### src/design/mbr_pkg.sv
package mbr_pkg;

  // Field widths
  localparam int PIX_W  = 12;
  localparam int SIZE_W = 13;
  localparam int ITER_W = 11;
  localparam int OFF_W  = 32;
  localparam int ZOOM_W = 31;
  localparam int BOFF_W = 26;
  localparam int CH_W   = 8;
  localparam int RGB_W  = 3 * CH_W;

  // Fixed-point format of the complex plane
  localparam int FRAC   = 28;
  localparam int Z_W    = FRAC + 6;   // iterate x, y (signed)
  localparam int SQ_W   = FRAC + 3;   // saturated squares, up to 4.0
  localparam int P_W    = FRAC + 3;   // |2xy| while still inside the radius

  localparam int ITER_LIMIT_MAX = 1024;
  localparam int ROM_DEPTH      = ITER_LIMIT_MAX + 1;

  // Mapping divider: |zoom*(2p-size)| < 2^44, divisor 2*size
  localparam int NUM_W   = 44;
  localparam int DEN_W   = SIZE_W + 1;
  localparam int DCNT_W  = $clog2(NUM_W);
  localparam int PROD_W  = ZOOM_W + 1 + PIX_W + 3;
  localparam int CSUM_W  = NUM_W + 2;

  // APB register map
  localparam int ADDR_W = 5;
  localparam int DATA_W = 32;
  localparam logic [2:0] REG_OFFSET_X   = 3'd0;
  localparam logic [2:0] REG_OFFSET_Y   = 3'd1;
  localparam logic [2:0] REG_ZOOM       = 3'd2;
  localparam logic [2:0] REG_IMG_WIDTH  = 3'd3;
  localparam logic [2:0] REG_IMG_HEIGHT = 3'd4;
  localparam logic [2:0] REG_MAX_ITER   = 3'd5;

  localparam logic [ZOOM_W-1:0] ZOOM_RST  = ZOOM_W'(1 << 30);
  localparam logic [SIZE_W-1:0] SIZE_RST  = SIZE_W'(1024);
  localparam logic [ITER_W-1:0] ITER_RST  = ITER_W'(256);

  typedef enum logic [2:0] {
    ST_IDLE,
    ST_START_X,
    ST_WAIT_X,
    ST_START_Y,
    ST_WAIT_Y,
    ST_ITER,
    ST_LOOKUP
  } state_e;

  typedef struct packed {
    logic signed [OFF_W-1:0] offset_x;
    logic signed [OFF_W-1:0] offset_y;
    logic [ZOOM_W-1:0]       zoom;
    logic [SIZE_W-1:0]       image_width;
    logic [SIZE_W-1:0]       image_height;
    logic [ITER_W-1:0]       max_iterations;
  } cfg_t;

  typedef struct packed {
    logic load;       // capture pixel, clear iterate
    logic div_start;  // start mapping divide for the selected axis
    logic axis_y;     // 0: real axis, 1: imaginary axis
    logic c_wr;       // store mapped coordinate
    logic iter_en;    // run one z-update
    logic out_ld;     // load result register
  } dp_cmd_t;

  typedef struct packed {
    logic div_done;
    logic iter_stop;
  } dp_status_t;

  // Colour table, built at elaboration
  localparam longint S_ONE     = 64'd1 << 28;
  localparam longint ANG_STEP  = 64'd26843546;
  localparam longint PH_RED    = 64'd0;
  localparam longint PH_GREEN  = 64'd562103845;
  localparam longint PH_BLUE   = 64'd1124207690;
  localparam longint PI_Q      = 64'd843314857;
  localparam longint HALF_PI_Q = 64'd421657428;

  typedef logic [RGB_W-1:0] color_tbl_t [ROM_DEPTH];

  function automatic logic [CH_W-1:0] colour_byte(longint n, longint ph);
    longint r;
    longint m;
    longint m2;
    longint t;
    longint s;
    longint v;
    longint c;
    logic   neg;
    r = (n * ANG_STEP + ph) % (2 * PI_Q);
    if (r >= PI_Q) r = r - 2 * PI_Q;
    if (r > HALF_PI_Q) r = PI_Q - r;
    else if (r < -HALF_PI_Q) r = -PI_Q - r;
    neg = (r < 0);
    m   = neg ? -r : r;
    m2  = (m * m) / S_ONE;
    // Horner form of the odd sine series up to x^13
    t = S_ONE;
    t = S_ONE - (m2 * t) / (156 * S_ONE);
    t = S_ONE - (m2 * t) / (110 * S_ONE);
    t = S_ONE - (m2 * t) / (72 * S_ONE);
    t = S_ONE - (m2 * t) / (42 * S_ONE);
    t = S_ONE - (m2 * t) / (20 * S_ONE);
    t = S_ONE - (m2 * t) / (6 * S_ONE);
    s = (m * t) / S_ONE;
    if (s > S_ONE) s = S_ONE;
    v = neg ? S_ONE - s : S_ONE + s;
    c = (255 * v) / (2 * S_ONE);
    if (c > 255) c = 255;
    return c[CH_W-1:0];
  endfunction

  function automatic color_tbl_t build_color_tbl();
    color_tbl_t tbl;
    for (int i = 0; i < ROM_DEPTH; i++) begin
      tbl[i] = {colour_byte(longint'(i), PH_RED), colour_byte(longint'(i), PH_GREEN),
                colour_byte(longint'(i), PH_BLUE)};
    end
    return tbl;
  endfunction

endpackage

### src/design/mbr_regs.sv
module mbr_regs (
  input  logic                        clk_i,
  input  logic                        rst_ni,
  input  logic                        psel,
  input  logic                        penable,
  input  logic                        pwrite,
  input  logic [mbr_pkg::ADDR_W-1:0]  paddr,
  input  logic [mbr_pkg::DATA_W-1:0]  pwdata,
  output logic [mbr_pkg::DATA_W-1:0]  prdata,
  output logic                        pready,
  output mbr_pkg::cfg_t               cfg_o
);
  import mbr_pkg::*;

  cfg_t       cfg_q;
  cfg_t       cfg_d;
  logic [2:0] idx;
  logic       wr_en;

  assign idx    = paddr[ADDR_W-1:2];
  assign wr_en  = psel && penable && pwrite;
  assign pready = 1'b1;
  assign cfg_o  = cfg_q;

  // Decode register writes
  always_comb begin
    cfg_d = cfg_q;
    if (wr_en) begin
      unique case (idx)
        REG_OFFSET_X:   cfg_d.offset_x       = pwdata;
        REG_OFFSET_Y:   cfg_d.offset_y       = pwdata;
        REG_ZOOM:       cfg_d.zoom           = pwdata[ZOOM_W-1:0];
        REG_IMG_WIDTH:  cfg_d.image_width    = pwdata[SIZE_W-1:0];
        REG_IMG_HEIGHT: cfg_d.image_height   = pwdata[SIZE_W-1:0];
        REG_MAX_ITER:   cfg_d.max_iterations = pwdata[ITER_W-1:0];
        default:        cfg_d = cfg_q;
      endcase
    end
  end

  always_ff @(posedge clk_i or negedge rst_ni) begin
    if (!rst_ni) begin
      cfg_q.offset_x       <= '0;
      cfg_q.offset_y       <= '0;
      cfg_q.zoom           <= ZOOM_RST;
      cfg_q.image_width    <= SIZE_RST;
      cfg_q.image_height   <= SIZE_RST;
      cfg_q.max_iterations <= ITER_RST;
    end else begin
      cfg_q <= cfg_d;
    end
  end

  // Read back
  always_comb begin
    unique case (idx)
      REG_OFFSET_X:   prdata = cfg_q.offset_x;
      REG_OFFSET_Y:   prdata = cfg_q.offset_y;
      REG_ZOOM:       prdata = DATA_W'(cfg_q.zoom);
      REG_IMG_WIDTH:  prdata = DATA_W'(cfg_q.image_width);
      REG_IMG_HEIGHT: prdata = DATA_W'(cfg_q.image_height);
      REG_MAX_ITER:   prdata = DATA_W'(cfg_q.max_iterations);
      default:        prdata = '0;
    endcase
  end

endmodule

### config.mk
export PLATFORM = sky130hd
export DESIGN_NAME = mbr_regs
export DESIGN_NICKNAME = d
export VERILOG_FILES = /design/src/design/mbr_pkg.sv /design/src/design/mbr_regs.sv
export SDC_FILE = /design/constraint.sdc
export NUM_CORES = 1
export LEC_CHECK = 0
export ABC_CLOCK_PERIOD_IN_PS = 3000
export BUFFER_PORTS_ARGS = -buffer_cell sky130_fd_sc_hd__buf_4
export CORE_MARGIN = 4
export CORE_UTILIZATION = 55
export CTS_CLUSTER_SIZE = 24
export DETAILED_ROUTE_END_ITERATION = 16
export GPL_ROUTABILITY_DRIVEN = 0
export GPL_TIMING_DRIVEN = 0
export MAX_ROUTING_LAYER = met4
export PLACE_DENSITY = 0.86
export SLEW_MARGIN = 20
export SYNTH_ARGS = -nofsm -noshare
export SYNTH_HDL_FRONTEND = slang
export SYNTH_SLANG_ARGS = --single-unit
export TNS_END_PERCENT = 20
### constraint.sdc
create_clock -name clk_i -period 3 [get_ports clk_i]
set_input_delay 0.15 -clock clk_i [delete_from_list [all_inputs] [get_ports clk_i]]
set_output_delay 0.15 -clock clk_i [all_outputs]
set_load 0.01 [all_outputs]
==> impl_table.tex <==
\begin{tabular}{lr}
\hline
Metric & Value \\
\hline
\multicolumn{2}{l}{\textbf{Clocking}} \\
Clock root buffer & clkbuf\_16 \\
Max Root-Sink Buffers & 2 \\
Later-pin clock latency in the skew report & 420 ps \\
Clock slew at the register clock pins of the worst setup and hold paths & 50 ps \\
H-tree levels & 4 \\
Clock tree from TritonCTS & done \\
Inserted Clock Buffers & 17 \\
Clock sink count & 132 \\
Setup fix buffers added after clock tree synthesis & 0 \\
\multicolumn{2}{l}{\textbf{Floorplanning}} \\
DIE WIDTH & 115 um \\
Number of placement rows & 38 \\
Die span in y & 115 um \\
Starting utilization of the core area & 57.3\% \\
Core region area & 0.0110 mm2 \\
Number of top-level pins & 207 \\
Floorplan die area & 0.0133 mm2 \\
\multicolumn{2}{l}{\textbf{Routing}} \\
Drt drc & 0 \\
Detailed-route via count & 5134 \\
Average detailed-routed wire length per instance & 23.4 um \\
Number of DRC markers in iteration 0 & 352 \\
Detailed-router iteration count before antenna repair & 5 \\
ANT nets after route & 0 \\
Mean number of vias per cell & 5.87 \\
Final wirelength & 20500 um \\
\multicolumn{2}{l}{\textbf{Synthesis}} \\
Top post-synthesis cells by count & dfrtp\_1, mux2\_2, mux2i\_1 \\
Total nets after synthesis & 520 \\
Yosys warnings & 0 \\
Area fraction of the dominant cell type after synthesis & 50.6\% \\
Netlist cell types & 36 \\
Post-synthesis instance total & 478 \\
Sequential share of the synthesized area & 52.3\% \\
Top-count cell post-synth & dfrtp\_1 \\
Number of synthesized flops with an enable pin & 0 \\
Async set-or-reset flop fraction in the synthesized netlist & 100\% \\
Synthesized area per cell & 13.2 um2 \\
Most used flip-flop cell after synthesis & dfrtp\_1 \\
Dominant cell type by area after synthesis & dfrtp\_1 \\
Most area-consuming cells after synthesis & dfrtp\_1, mux2\_2, mux2\_4 \\
Synthesized area & 0.00632 mm2 \\
Total of flip-flops plus latches after synthesis & 132 \\
\multicolumn{2}{l}{\textbf{Global routing}} \\
First-pass GRT wire length & 31200 um \\
Number of global-route vias before repair & 5550 \\
Antenna violations before repair & 0 \\
Remaining global-route overflow & 0 \\
Largest net degree at the start of global routing & 68 \\
GRT Resource Usage Total & 32.6\% \\
\multicolumn{2}{l}{\textbf{Power}} \\
Reg power frac & 39.8\% \\
Combinational share of power & 27.3\% \\
Sw Pwr & 0.00179 W \\
Cell internal pwr & 0.00439 W \\
Power density over the cells & 698 mW/mm2 \\
Proportion of total power due to net switching & 28.9\% \\
Clock share of power & 32.9\% \\
Sum of internal, switching and leakage power & 0.00618 W \\
Leakage & 4.37 nW \\
Largest voltage drop on the vdd net & 0.000555 V \\
\multicolumn{2}{l}{\textbf{Cells and area}} \\
Antenna diode instance count & 0 \\
\# fillers & 663 \\
Layout-stage area growth over the synthesis result & 40.1\% \\
Layout cells sized above 1 & 55.8\% \\
Fin nets & 765 \\
Flip-flop count of the largest register, all copies and words added & 132 \\
\multicolumn{2}{l}{\textbf{Critical path}} \\
Capturing element type of the critical path & output port \\
Required arrival time at the worst endpoint & 2850 ps \\
CP Data Arrival Time & 2240 ps \\
CP Class & in2out \\
Maximum fanout along the worst path & 10 \\
Worst Setup Start Kind & primary input \\
\multicolumn{2}{l}{\textbf{Placement}} \\
HPWL after detailed placement & 13500 um \\
Number of input and output port buffers inserted & 201 \\
\multicolumn{2}{l}{\textbf{Timing}} \\
Slew Limit Headroom & 29.6\% \\
Final setup viols & 0 \\
Time the worst path needs with I/O delays and setup & 2390 ps \\
Post-Route Setup TNS & 0 ps \\
Worst slack on hold paths & 7.00 ps \\
Setup repair after global routing missed its margin & no \\
Final worst-path cycle share & 79.7\% \\
Worst clock skew & 0 ps \\
Highest clock rate & 0.418 GHz \\
Final Hold Vio Count & 0 \\
Tightest Pin Transition & 1050 ps \\
Number of pins with negative max-slew slack in the final report & 0 \\
\multicolumn{2}{l}{\textbf{Run}} \\
Max-capacitance violation count & 0 \\
\multicolumn{2}{l}{\textbf{Run status}} \\
Result of the run & complete, no violations \\
\multicolumn{2}{l}{\textbf{Worst hold path}} \\
Type of the most critical hold path & in2reg \\
\hline
\end{tabular}
==> layout make-up <==
type	instances	area, um2	share of cell area, %
clock buffers	27	533	6.01
repair buffers	226	1780	20.1
flip-flops and latches	132	3310	37.3
plain buffers	38	193	2.17
well taps	140	175	1.98
clock inverters	4	45.0	0.508
multi-input cells	308	2820	31.9
==> critical path, cell delays in order <==
cell	delay, ps
buf_4	140
clkbuf_1	230
buf_2	290
nor3b_1	890
nand2_1	190
o211ai_1	170
buf_4	170
==> kinds of logic (layout without fill, tap and decap cells) <==
kind of cell	count (synthesis)	count (layout)	share of synthesized area, %
muxes	168	168	31.3
DFF	132	132	52.3
and+or+nand+nor	84	84	7.74
AOI/OAI and AO/OA	55	55	5.60
buffers and inverters	38	295	3.05
other	1	1	0.0593
==> metrics by stage <==
stage / setup WS (ps) / area, um2 / cells / util, %
global placement: 813 / 8010 / 819 / 72.6
detailed placement: 791 / 8040 / 820 / 72.9
global route: 577 / 8860 / 875 / 80.3
floorplan: 1520 / 6320 / 478 / -
CTS: 674 / 8860 / 875 / 80.3
finish: 608 / 8860 / 875 / 80.3
==> what timing repair did <==
action / CTS / global route
endpoints found under the hold margin: 125 / 0
hold buffers: 24 / 0
gates resized for setup: 0 / 0
==> cells in the final DEF, fill, tap and decap left out, types with 2 or more instances in the layout <==
master,n
nor2b_1,7
clkbuf_8,7
nand3_1,5
o211ai_1,9
mux2_1,4
nor3_1,2
o21ai_0,3
o21a_1,10
nor3b_1,4
nor4bb_1,3
dlygate4sd3_1,24
nand2_1,26
a21oi_1,22
buf_2,19
mux2_4,30
clkinv_2,3
nand3b_1,8
mux2i_1,31
a31oi_1,3
clkbuf_1,16
dfstp_2,4
dfrtp_1,128
nor2_1,5
a32oi_1,6
mux2_2,102
clkbuf_16,17
buf_6,3
buf_4,201
or2_2,18
buf_1,2
==> path summary, 6_finish.rpt <==
kind                                       startpoint  cells after the start  slack [ps]                endpoint
worst max-delay path                         paddr[2]                      7         610               prdata[6]
worst min-delay path                       pwdata[11]                      2           7  cfg_o[111]$_DFFE_PN0P_
worst max register to register  cfg_o[58]$_DFFE_PN0P_                      1        2130   cfg_o[58]$_DFFE_PN0P_
worst min register to register  cfg_o[73]$_DFFE_PN0P_                      1         530   cfg_o[73]$_DFFE_PN0P_
max in group asynchronous                      rst_ni                      3        2010   cfg_o[21]$_DFFE_PN1P_
min in group asynchronous                      rst_ni                      2         260   cfg_o[92]$_DFFE_PN0P_
==> power groups by stage <==
stage	combinational, W	clock (W)	sequential (W)
final	0.00169	0.00203	0.00246
after global placement	0.00161	0	0.00243
after global routing	0.00180	0.00212	0.00250
after floorplan	0.000608	0	0.00256
after detailed placement	0.00165	0	0.00246
after CTS	0.00170	0.00203	0.00244
==> metal layers <==
| metal | up-vias | routed length, um | track usage (%) |
|---|---|---|---|
| li1 | 2205 | - | - |
| met1 | 2625 | 8080 | 40.0 |
| met2 | 258 | 10200 | 51.7 |
| met3 | 46 | 1550 | 7.63 |
| met4 | 0 | 607 | 14.7 |
| met5 | - | 0 | - |
No activity file was read; power rests on OpenSTA's default activity.
