### src/design/mbr_pkg.sv
package mbr_pkg;

  // Field widths
  localparam int PIX_W  = 12;
  localparam int SIZE_W = 13;
  localparam int ITER_W = 11;
  localparam int OFF_W  = 32;
  localparam int ZOOM_W = 31;
  localparam int BOFF_W = 26;
  localparam int CH_W   = 8;
  localparam int RGB_W  = 3 * CH_W;

  // Fixed-point format of the complex plane
  localparam int FRAC   = 28;
  localparam int Z_W    = FRAC + 6;   // iterate x, y (signed)
  localparam int SQ_W   = FRAC + 3;   // saturated squares, up to 4.0
  localparam int P_W    = FRAC + 3;   // |2xy| while still inside the radius

  localparam int ITER_LIMIT_MAX = 1024;
  localparam int ROM_DEPTH      = ITER_LIMIT_MAX + 1;

  // Mapping divider: |zoom*(2p-size)| < 2^44, divisor 2*size
  localparam int NUM_W   = 44;
  localparam int DEN_W   = SIZE_W + 1;
  localparam int DCNT_W  = $clog2(NUM_W);
  localparam int PROD_W  = ZOOM_W + 1 + PIX_W + 3;
  localparam int CSUM_W  = NUM_W + 2;

  // APB register map
  localparam int ADDR_W = 5;
  localparam int DATA_W = 32;
  localparam logic [2:0] REG_OFFSET_X   = 3'd0;
  localparam logic [2:0] REG_OFFSET_Y   = 3'd1;
  localparam logic [2:0] REG_ZOOM       = 3'd2;
  localparam logic [2:0] REG_IMG_WIDTH  = 3'd3;
  localparam logic [2:0] REG_IMG_HEIGHT = 3'd4;
  localparam logic [2:0] REG_MAX_ITER   = 3'd5;

  localparam logic [ZOOM_W-1:0] ZOOM_RST  = ZOOM_W'(1 << 30);
  localparam logic [SIZE_W-1:0] SIZE_RST  = SIZE_W'(1024);
  localparam logic [ITER_W-1:0] ITER_RST  = ITER_W'(256);

  typedef enum logic [2:0] {
    ST_IDLE,
    ST_START_X,
    ST_WAIT_X,
    ST_START_Y,
    ST_WAIT_Y,
    ST_ITER,
    ST_LOOKUP
  } state_e;

  typedef struct packed {
    logic signed [OFF_W-1:0] offset_x;
    logic signed [OFF_W-1:0] offset_y;
    logic [ZOOM_W-1:0]       zoom;
    logic [SIZE_W-1:0]       image_width;
    logic [SIZE_W-1:0]       image_height;
    logic [ITER_W-1:0]       max_iterations;
  } cfg_t;

  typedef struct packed {
    logic load;       // capture pixel, clear iterate
    logic div_start;  // start mapping divide for the selected axis
    logic axis_y;     // 0: real axis, 1: imaginary axis
    logic c_wr;       // store mapped coordinate
    logic iter_en;    // run one z-update
    logic out_ld;     // load result register
  } dp_cmd_t;

  typedef struct packed {
    logic div_done;
    logic iter_stop;
  } dp_status_t;

  // Colour table, built at elaboration
  localparam longint S_ONE     = 64'd1 << 28;
  localparam longint ANG_STEP  = 64'd26843546;
  localparam longint PH_RED    = 64'd0;
  localparam longint PH_GREEN  = 64'd562103845;
  localparam longint PH_BLUE   = 64'd1124207690;
  localparam longint PI_Q      = 64'd843314857;
  localparam longint HALF_PI_Q = 64'd421657428;

  typedef logic [RGB_W-1:0] color_tbl_t [ROM_DEPTH];

  function automatic logic [CH_W-1:0] colour_byte(longint n, longint ph);
    longint r;
    longint m;
    longint m2;
    longint t;
    longint s;
    longint v;
    longint c;
    logic   neg;
    r = (n * ANG_STEP + ph) % (2 * PI_Q);
    if (r >= PI_Q) r = r - 2 * PI_Q;
    if (r > HALF_PI_Q) r = PI_Q - r;
    else if (r < -HALF_PI_Q) r = -PI_Q - r;
    neg = (r < 0);
    m   = neg ? -r : r;
    m2  = (m * m) / S_ONE;
    // Horner form of the odd sine series up to x^13
    t = S_ONE;
    t = S_ONE - (m2 * t) / (156 * S_ONE);
    t = S_ONE - (m2 * t) / (110 * S_ONE);
    t = S_ONE - (m2 * t) / (72 * S_ONE);
    t = S_ONE - (m2 * t) / (42 * S_ONE);
    t = S_ONE - (m2 * t) / (20 * S_ONE);
    t = S_ONE - (m2 * t) / (6 * S_ONE);
    s = (m * t) / S_ONE;
    if (s > S_ONE) s = S_ONE;
    v = neg ? S_ONE - s : S_ONE + s;
    c = (255 * v) / (2 * S_ONE);
    if (c > 255) c = 255;
    return c[CH_W-1:0];
  endfunction

  function automatic color_tbl_t build_color_tbl();
    color_tbl_t tbl;
    for (int i = 0; i < ROM_DEPTH; i++) begin
      tbl[i] = {colour_byte(longint'(i), PH_RED), colour_byte(longint'(i), PH_GREEN),
                colour_byte(longint'(i), PH_BLUE)};
    end
    return tbl;
  endfunction

endpackage

### src/design/mbr_ctrl.sv
module mbr_ctrl (
  input  logic                 clk_i,
  input  logic                 rst_ni,
  input  logic                 in_valid_i,
  output logic                 in_ready_o,
  output logic                 out_valid_o,
  input  logic                 out_ready_i,
  input  mbr_pkg::dp_status_t  st_i,
  output mbr_pkg::dp_cmd_t     cmd_o
);
  import mbr_pkg::*;

  state_e state_q;
  state_e state_d;
  logic   out_valid_q;
  logic   out_valid_d;

  // Next state and datapath commands
  always_comb begin
    state_d    = state_q;
    cmd_o      = '0;
    in_ready_o = 1'b0;
    unique case (state_q)
      ST_IDLE: begin
        in_ready_o = 1'b1;
        if (in_valid_i) begin
          cmd_o.load = 1'b1;
          state_d    = ST_START_X;
        end
      end
      ST_START_X: begin
        cmd_o.div_start = 1'b1;
        state_d         = ST_WAIT_X;
      end
      ST_WAIT_X: begin
        if (st_i.div_done) begin
          cmd_o.c_wr = 1'b1;
          state_d    = ST_START_Y;
        end
      end
      ST_START_Y: begin
        cmd_o.axis_y    = 1'b1;
        cmd_o.div_start = 1'b1;
        state_d         = ST_WAIT_Y;
      end
      ST_WAIT_Y: begin
        cmd_o.axis_y = 1'b1;
        if (st_i.div_done) begin
          cmd_o.c_wr = 1'b1;
          state_d    = ST_ITER;
        end
      end
      ST_ITER: begin
        cmd_o.iter_en = 1'b1;
        if (st_i.iter_stop) begin
          state_d = ST_LOOKUP;
        end
      end
      ST_LOOKUP: begin
        if (!out_valid_q || out_ready_i) begin
          cmd_o.out_ld = 1'b1;
          state_d      = ST_IDLE;
        end
      end
      default: state_d = ST_IDLE;
    endcase
  end

  // Hold result valid until taken
  always_comb begin
    out_valid_d = out_valid_q;
    if (cmd_o.out_ld) begin
      out_valid_d = 1'b1;
    end else if (out_ready_i) begin
      out_valid_d = 1'b0;
    end
  end

  always_ff @(posedge clk_i or negedge rst_ni) begin
    if (!rst_ni) begin
      state_q     <= ST_IDLE;
      out_valid_q <= 1'b0;
    end else begin
      state_q     <= state_d;
      out_valid_q <= out_valid_d;
    end
  end

  assign out_valid_o = out_valid_q;

`ifndef ASSERT_OFF
  a_accept_starts: assert property (@(posedge clk_i) disable iff (!rst_ni)
    (in_valid_i && in_ready_o) |=> (state_q == ST_START_X))
    else $error("accepted request did not start mapping");

  a_no_overwrite: assert property (@(posedge clk_i) disable iff (!rst_ni)
    cmd_o.out_ld |-> (!out_valid_q || out_ready_i))
    else $error("result register overwritten before taken");

  a_stop_to_lookup: assert property (@(posedge clk_i) disable iff (!rst_ni)
    (state_q == ST_ITER && st_i.iter_stop) |=> (state_q == ST_LOOKUP))
    else $error("iteration stop not followed by lookup");

  a_load_shows: assert property (@(posedge clk_i) disable iff (!rst_ni)
    cmd_o.out_ld |=> out_valid_o)
    else $error("loaded result not presented");
`endif

endmodule

### config.mk
export PLATFORM = sky130hd
export DESIGN_NAME = mbr_ctrl
export DESIGN_NICKNAME = d
export VERILOG_FILES = /design/src/design/mbr_pkg.sv /design/src/design/mbr_ctrl.sv
export SDC_FILE = /design/constraint.sdc
export NUM_CORES = 1
export LEC_CHECK = 0
export BUFFER_PORTS_ARGS = -buffer_cell sky130_fd_sc_hd__buf_2
export CORE_AREA = 10 10 47 49
export DETAILED_ROUTE_END_ITERATION = 8
export DIE_AREA = 0 0 57 59
export PLACE_DENSITY = 0.42
export SYNTH_ARGS = -nofsm -noshare
export SYNTH_HDL_FRONTEND = slang
export SYNTH_SLANG_ARGS = --single-unit
### constraint.sdc
create_clock -name clk_i -period 2.3 [get_ports clk_i]
set_input_delay 0.46 -clock clk_i [delete_from_list [all_inputs] [get_ports clk_i]]
set_output_delay 0.46 -clock clk_i [all_outputs]
set_load 0.01 [all_outputs]
==> qor.yml, run 1 <==
status: "finished clean"
htreeDepth: 1
cts_setup_buffers: 0
fin_area_um2: 378
rr_worst_depth: 2
crit_slowest_cell: "dfrtp_1"
pre_cts_ws_ps: 728
synth_area_leaders: "dfrtp_1 33%, buf_6 7.3%, a22o_1 5.7%"
final_antenna_net_count: 0
rsz0062_at_grt: "no"
cp.required_ps: 1840
syn_area_um2: 308
rows: 14
die_w_um: 57
setup_ws_ps: 491
fillerInstances: 178
postCtsHoldBufs: 0
max_cap_viol_count: 0
ys_types: 21
ir_drop_uv: 611
synth.avg_cell_area_um2: 9.62
dieArea_um2: 3360
grtUsageTotal: 0.0476
worstHoldPathType: "input port to asynchronous set/reset pin"
ys_ff_latch: 4
setup_violations: 0
clk_path_buf_depth: 2
initial_core_util: 0.220
drc: 0
synthArstFlopShare: 1.00
vias: 267
hold_viol: 0
synthTopCellsByCount: "4 x dfrtp_1, 4 x nand2_1"
portBuffers: 13
cts_root_buf: "clkbuf_4"
power_mw: 0.499
numCtsBuffers: 3
place_hpwl_um: 567
min_period_over_period: 0.787
dr.pass1.iters: 1
max_slew_margin: 0.739
grt_first_pass_wirelength_um: 1250
globalRouteOverflowTotal: 0
vias_per_cell: 4.45
cts_resized: 0
place_congestion: 0.643
ys_seq_area_frac: 0.325
multi_input_area_um2: 166
grt_max_degree: 13
drive_gt1_frac: 0.477
synth_top_cell_by_area: "dfrtp_1"
yosysTopAreaCellShare: 0.325
syn-num-nets: 38
synth-edff-count: 0
maxSlewViolCount: 0
ff_latch_area_um2: 100
clkSinkCount: 4
worst_pin_slew_ps: 391
num_io_pins: 14
crit_path_start_kind: "flop"
synth_cells: 32
p_per_area_nw_per_um2: 1320
tns_ps: 0
antenna_found_initial: 0
area_delta_synth_final_pct: 22.8
endpoint_kind: "output pin"
n_antenna_cell: 0
fin_skew_ps: 0.280
cts_tree: "done"
whs_ps: 28.7
cp_max_fo: 12
path_clk_slew_ps: 40
ys_warn_count: 0
drt-total-wl_um: 705
die_h_um: 59
finalNetCount: 52
place_area_um2: 355
finalCriticalPeriod_ps: 1810
grt_pass1_vias: 288
crit_chain: "and2b_4, a22o_1, buf_2"
critical_path_class: "flop to output pin"
synth-main-ff-cell: "dfrtp_1"
wl_per_cell_um: 11.8
core_um2: 1400
fmax_mhz: 553
slowest_delay_ps: 570
p_leak_nw: 0.193
clk_latency_ps: 230
cp.arrival_ps: 1350
drt_iter0_drc: 0
[critical path, delay by kind of cell, from the launching register on]
| family | cells | cell delay, ps |
|---|---|---|
| AO/OA/AOI/OAI | 1 | 160 |
| buffers and inverters | 1 | 130 |
| flip-flops | 1 | 570 |
| AND/OR/NAND/NOR | 1 | 250 |
[stage by stage]
| stage | std cells | util |
|---|---|---|
| 6_report | 60 | 0.270 |
| 5_1_grt | 60 | 0.270 |
| 4_1_cts | 60 | 0.270 |
| 3_5_place_dp | 57 | 0.254 |
| 3_3_place_gp | 57 | 0.254 |
| 2_1_floorplan | 32 | - |
[layout make-up]
cell class / count / share of cell area
Tap cell: 16 / 0.0530
Timing Repair Buffer: 13 / 0.172
Clock buffer: 3 / 0.0596
Multi-Input combinational cell: 23 / 0.440
Sequential cell: 4 / 0.265
Inverter: 1 / 0.00993
[layer usage]
metal  part of all wire  track usage
met2               0.48       0.0698
met5                  0            0
met4              0.027       0.0302
met1               0.44       0.0523
met3              0.047       0.0258
[final timing paths]
path,start,end,slack [ps]
worst min-delay path,rst_ni,state_q[1],30
max in group asynchronous,rst_ni,state_q[2],2160
worst max-delay path,state_q[2],cmd_o[3],490
worst max register to register,state_q[2],state_q[2],1140
worst min register to register,out_valid_o,out_valid_o,540
min in group clk_i,st_i[1],state_q[0],520
[cell usage in the layout (no fill, tap or decap)]
master	n
nor2b_4	1
o2bb2ai_1	1
xnor2_1	1
a22o_1	2
o21ai_1	1
and3_1	2
nand2_1	4
nor2_1	2
buf_2	13
dfrtp_1	4
nor4bb_1	1
nor3_1	1
clkbuf_4	3
nand2b_1	1
o21ai_0	1
inv_2	1
mux2i_1	1
a31oi_1	1
and2b_4	1
o31ai_2	1
nor3b_2	1
[report_power, final]
part / internal [mW] / leakage, nW / total, mW / switching [mW]
sequential: 0.0988 / 0.0517 / 0.173 / 0.0746
clock: 0.0582 / 0.0138 / 0.0837 / 0.0255
combinational: 0.132 / 0.127 / 0.242 / 0.110
total: 0.289 / 0.193 / 0.499 / 0.210
[registers in the layout (all words and copies together), names as in the netlist]
| name | flops |
|---|---|
| state_q | 3 |
| out_valid_o | 1 |
[logic make-up after synthesis]
family,synth area share
and+or+nand+nor,0.301
buffers and inverters,0.134
AOI/OAI and AO/OA,0.179
DFF,0.325
muxes,0.0325
xor gates and xnor gates,0.0285
Power figures use the tool's default switching activity.
==> run 2, diff against run 1 <==
- clock period: 2.3 -> 1.8 ns (I/O delays scaled with it)
==> qor.yml, run 2 (synthesized netlist as in run 1, its figures left out) <==
largest_reg_flops: 3  # unchanged
place_hpwl_um: 576  # was 567 µm
cts_root_buf: "clkbuf_4"  # unchanged
finalCriticalPeriod_ps: 1670
whs_path_depth: 3
critical_path_class: "flop to output pin"  # unchanged
min_period_over_period: 0.928
regToRegEndpoint: "state_q[0]"  # was state_q[2]
cts_resized: 0  # unchanged
max_cap_viol_count: 0  # unchanged
fin_area_um2: 395  # was 378 µm²
place_congestion: 0.665  # was 0.643
drt-total-wl_um: 731  # was 705 µm
grt_first_pass_wirelength_um: 1210  # was 1250 µm
numCtsBuffers: 3  # unchanged
slowest_delay_ps: 550  # was 570 ps
regMostFlops: "state_q"  # unchanged
crit_path_start_kind: "flop"  # unchanged
rr_worst_depth: 4  # was 2
crit_chain: "nor2b_4, and3_1, buf_2"  # was and2b_4, a22o_1, buf_2
final_common_cell: "buf_2"  # unchanged
p_leak_nw: 0.202  # was 0.193 nW
grtUsageTotal: 0.0471  # was 0.0476
whs_ps: 414  # was 28.7 ps
status: "finished clean"  # unchanged
path_buf_inv: 1  # unchanged
path_clk_slew_ps: 30  # was 40 ps
power_mw: 0.653  # was 0.499 mW
clk_latency_ps: 230  # about the same
portBuffers: 13  # unchanged
hold_viol: 0  # unchanged
n_antenna_cell: 0  # unchanged
antenna_found_initial: 0  # unchanged
num_io_pins: 14  # unchanged
cp.arrival_ps: 1310  # was 1350 ps
wl_per_cell_um: 11.8  # about the same
fin_util: 0.282  # was 0.270
die_h_um: 59  # unchanged
drc: 0  # unchanged
vias: 274  # was 267
initial_core_util: 0.220  # unchanged
drive_gt1_frac: 0.478  # was 0.477
die_w_um: 57  # unchanged
min-delay-start: "st_i[1]"
path_delay_family: "flip-flops"  # unchanged
drt_iter0_drc: 7  # was 0
layout_common_cells: "13 x buf_2, 4 x nand2_1, 4 x dfrtp_1"  # unchanged
endpoint_kind: "output pin"  # unchanged
crit_slowest_cell: "dfrtp_1"  # unchanged
clkSinkCount: 4  # unchanged
holdPathEnd: "state_q[0]"
ir_drop_uv: 678  # was 611 µV
fin_skew_ps: 1.17  # was 0.280 ps
cts_setup_buffers: 0  # unchanged
setup_violations: 0  # unchanged
area_delta_synth_final_pct: 28.5  # was 22.8%
clk_path_buf_depth: 2  # unchanged
r2r_start: "state_q[2]"  # unchanged
worst_pin_slew_ps: 384  # was 391 ps
p_per_area_nw_per_um2: 1650  # was 1320 nW/µm²
core_um2: 1400  # unchanged
place_area_um2: 363  # was 355 µm²
ff2ff_setup_slack_ps: 670  # was 1140 ps
rows: 14  # unchanged
finalNetCount: 54  # was 52
dr.pass1.iters: 2  # was 1
tns_ps: 0  # unchanged
cts_tree: "done"  # unchanged
cp.required_ps: 1440  # was 1840 ps
fmax_mhz: 599
rsz0062_at_grt: "no"  # unchanged
maxSlewViolCount: 0  # unchanged
cp_max_fo: 11  # was 12
grt_pass1_vias: 284  # was 288
final_antenna_net_count: 0  # unchanged
globalRouteOverflowTotal: 0  # unchanged
fillerInstances: 159  # was 178
grt_max_degree: 12  # was 13
postCtsHoldBufs: 1  # was 0
max_slew_margin: 0.744  # was 0.739
vias_per_cell: 4.42  # was 4.45
htreeDepth: 1  # unchanged
critPathLaunch: "state_q[1]"  # was state_q[2]
dieArea_um2: 3360  # unchanged
worstHoldPathType: "input port to flop"  # was input port to asynchronous set/reset pin
-- run 2: how the worst max path moves through the flow --
| stage | endpoint | slack, ps | cells after the start |
|---|---|---|---|
| final | cmd_o[0] | 130 | 3 |
| after global routing | cmd_o[0] | 40 | 3 |
| after CTS | cmd_o[0] | 130 | 3 |
| after detailed placement | cmd_o[0] | 390 | 3 |
| after global placement | cmd_o[3] | 390 | 3 |
| after floorplan | cmd_o[0] | 540 | 4 |
-- run 2: layer usage --
layer / global-route usage / part of all wire
met5: 0 / 0
met4: 0.0503 / 0.026
met3: 0.0215 / 0.048
met2: 0.0698 / 0.48
met1: 0.0464 / 0.45
-- run 2: metrics by stage --
stage / cells / worst slack (ps)
finish: 62 / 130
floorplan: 32 / 538
detailed placement: 58 / 388
CTS: 62 / 129
global route: 62 / 42.8
global placement: 58 / 387
-- run 2: worst reg2reg max path, cell delays in order, from the launching register on --
cell and delay, ps:
dfrtp_1 410, buf_4 180, nor4bb_1 140, a31oi_1 180, o31ai_2 90
-- run 2: layout make-up --
type | count | area, µm² | share of cell area
multi-input cells | 23 | 166 | 0.421
repair buffers | 15 | 82.6 | 0.209
flip-flops and latches | 4 | 100 | 0.253
clock buffers | 3 | 22.5 | 0.0570
well taps | 16 | 20.0 | 0.0506
inverters | 1 | 3.75 | 0.00949
-- run 2: report_power, final --
part           switching [mW]  total (mW)  internal (mW)  leakage, nW
logic                   0.159       0.339          0.180        0.137
registers              0.0800       0.207          0.127       0.0517
clock network          0.0328       0.107         0.0743       0.0138
==> run 3, diff against run 2 <==
- PLACE_DENSITY: 0.42 -> not set
==> qor.yml, run 3 (synthesized netlist as in run 1, its figures left out) <==
status: "finished clean"  # unchanged
worst_pin_slew_ps: 377  # was 384 ps
hold_viol: 0  # unchanged
n_antenna_cell: 0  # unchanged
min_period_over_period: 0.945  # was 0.928
clk_path_buf_depth: 2  # unchanged
instances_no_fill: 61  # was 62
p_per_area_nw_per_um2: 1650  # about the same
place_inst: 57  # was 58
largest_reg_flops: 3  # unchanged
fmax_mhz: 588  # was 599 MHz
busiest_layer: "met2"  # unchanged
drive_gt1_frac: 0.467  # was 0.478
min-delay-start: "st_i[1]"  # unchanged
fin_skew_ps: 3.63  # was 1.17 ps
portBuffers: 13  # unchanged
vias_per_cell: 4.34  # was 4.42
wl_per_cell_um: 11.9  # was 11.8 µm
endpoint_kind: "output pin"  # unchanged
finalCriticalPeriod_ps: 1700  # was 1670 ps
num_io_pins: 14  # unchanged
cp_max_fo: 12  # was 11
clk_latency_ps: 230  # about the same
cts_resized: 0  # unchanged
initial_core_util: 0.220  # unchanged
maxSlewViolCount: 0  # unchanged
max_cap_viol_count: 0  # unchanged
rows: 14  # unchanged
fin_area_um2: 388  # was 395 µm²
antenna_found_initial: 0  # unchanged
drt-total-wl_um: 725  # was 731 µm
grt_first_pass_wirelength_um: 1280  # was 1210 µm
fillerInstances: 164  # was 159
cts_root_buf: "clkbuf_4"  # unchanged
finalNetCount: 53  # was 54
dieArea_um2: 3360  # unchanged
drc: 0  # unchanged
final_antenna_net_count: 0  # unchanged
globalRouteOverflowTotal: 0  # unchanged
clkSinkCount: 4  # unchanged
r2r_start: "state_q[2]"  # unchanged
htreeDepth: 1  # unchanged
cp.required_ps: 1440  # about the same
core_um2: 1400  # unchanged
setup_violations: 0  # unchanged
gr-usage-met3: 0.0258  # was 0.0215
grt_pass1_vias: 296  # was 284
power_mw: 0.641  # was 0.653 mW
critical_path_class: "flop to output pin"  # unchanged
worstHoldPathType: "input port to flop"  # unchanged
grtUsageTotal: 0.0515  # was 0.0471
dr.pass1.iters: 2  # unchanged
grt_util_met1: 0.0453  # was 0.0464
p_leak_nw: 0.197  # was 0.202 nW
numCtsBuffers: 3  # unchanged
tns_ps: 0  # unchanged
path_clk_slew_ps: 40  # was 30 ps
final_common_cell: "buf_2"  # unchanged
setup_ws_ps: 99.2  # was 130 ps
area_delta_synth_final_pct: 26.0  # was 28.5%
whs_ps: 431  # was 414 ps
die_h_um: 59  # unchanged
ff2ff_setup_slack_ps: 630  # was 670 ps
place_area_um2: 355  # was 363 µm²
critPathLaunch: "state_q[2]"  # was state_q[1]
crit_path_start_kind: "flop"  # unchanged
cp.arrival_ps: 1340  # was 1310 ps
fin_util: 0.277  # was 0.282
use_met2: 0.0744  # was 0.0698
rsz0062_at_grt: "no"  # unchanged
drt_iter0_drc: 4  # was 7
regMostFlops: "state_q"  # unchanged
cts_tree: "done"  # unchanged
layout_common_cells: "13 x buf_2, 4 x nand2_1, 4 x dfrtp_1"  # unchanged
place_congestion: 0.656  # was 0.665
max_slew_margin: 0.749  # was 0.744
die_w_um: 57  # unchanged
pre_cts_ws_ps: 350  # was 388 ps
vias: 265  # was 274
ir_drop_uv: 383  # was 678 µV
grt_max_degree: 13  # was 12
-- run 3: final timing paths --
check / to / cells after the start
setup / recovery: cmd_o[3] / 3
hold / removal: state_q[0] / 3
setup reg to reg: state_q[2] / 2
hold reg to reg: out_valid_o / 2
max in group asynchronous: state_q[1] / 2
min in group asynchronous: state_q[0] / 2
-- run 3: what timing repair did --
item,4_1_cts,5_1_grt
buffers inserted,0,0
hold endpoints to repair,4,0
hold buffers,1,0
-- run 3: layout make-up --
type | instances | area (µm²) | area share
Multi-Input combinational cell | 23 | 166 | 0.429
Tap cell | 16 | 20.0 | 0.0516
Clock buffer | 3 | 22.5 | 0.0581
Sequential cell | 4 | 100 | 0.258
Timing Repair Buffer | 14 | 75.1 | 0.194
Inverter | 1 | 3.75 | 0.00968
-- run 3: power by group --
group | total [mW] | switching (mW) | leakage (nW) | internal, mW
combinational | 0.317 | 0.146 | 0.132 | 0.171
sequential | 0.218 | 0.0911 | 0.0517 | 0.126
clock | 0.106 | 0.0322 | 0.0138 | 0.0742
-- run 3: metal layers --
metal / vias to the layer above / part of all wire
met5: - / 0
met1: 119 / 0.38
li1: 137 / -
met3: 2 / 0.090
met4: 0 / 0.029
met2: 7 / 0.50
-- run 3: critical path, stage by stage (launching register included) --
cell and delay, ps:
dfrtp_1 560, and2b_4 250, a22o_1 170, buf_2 130
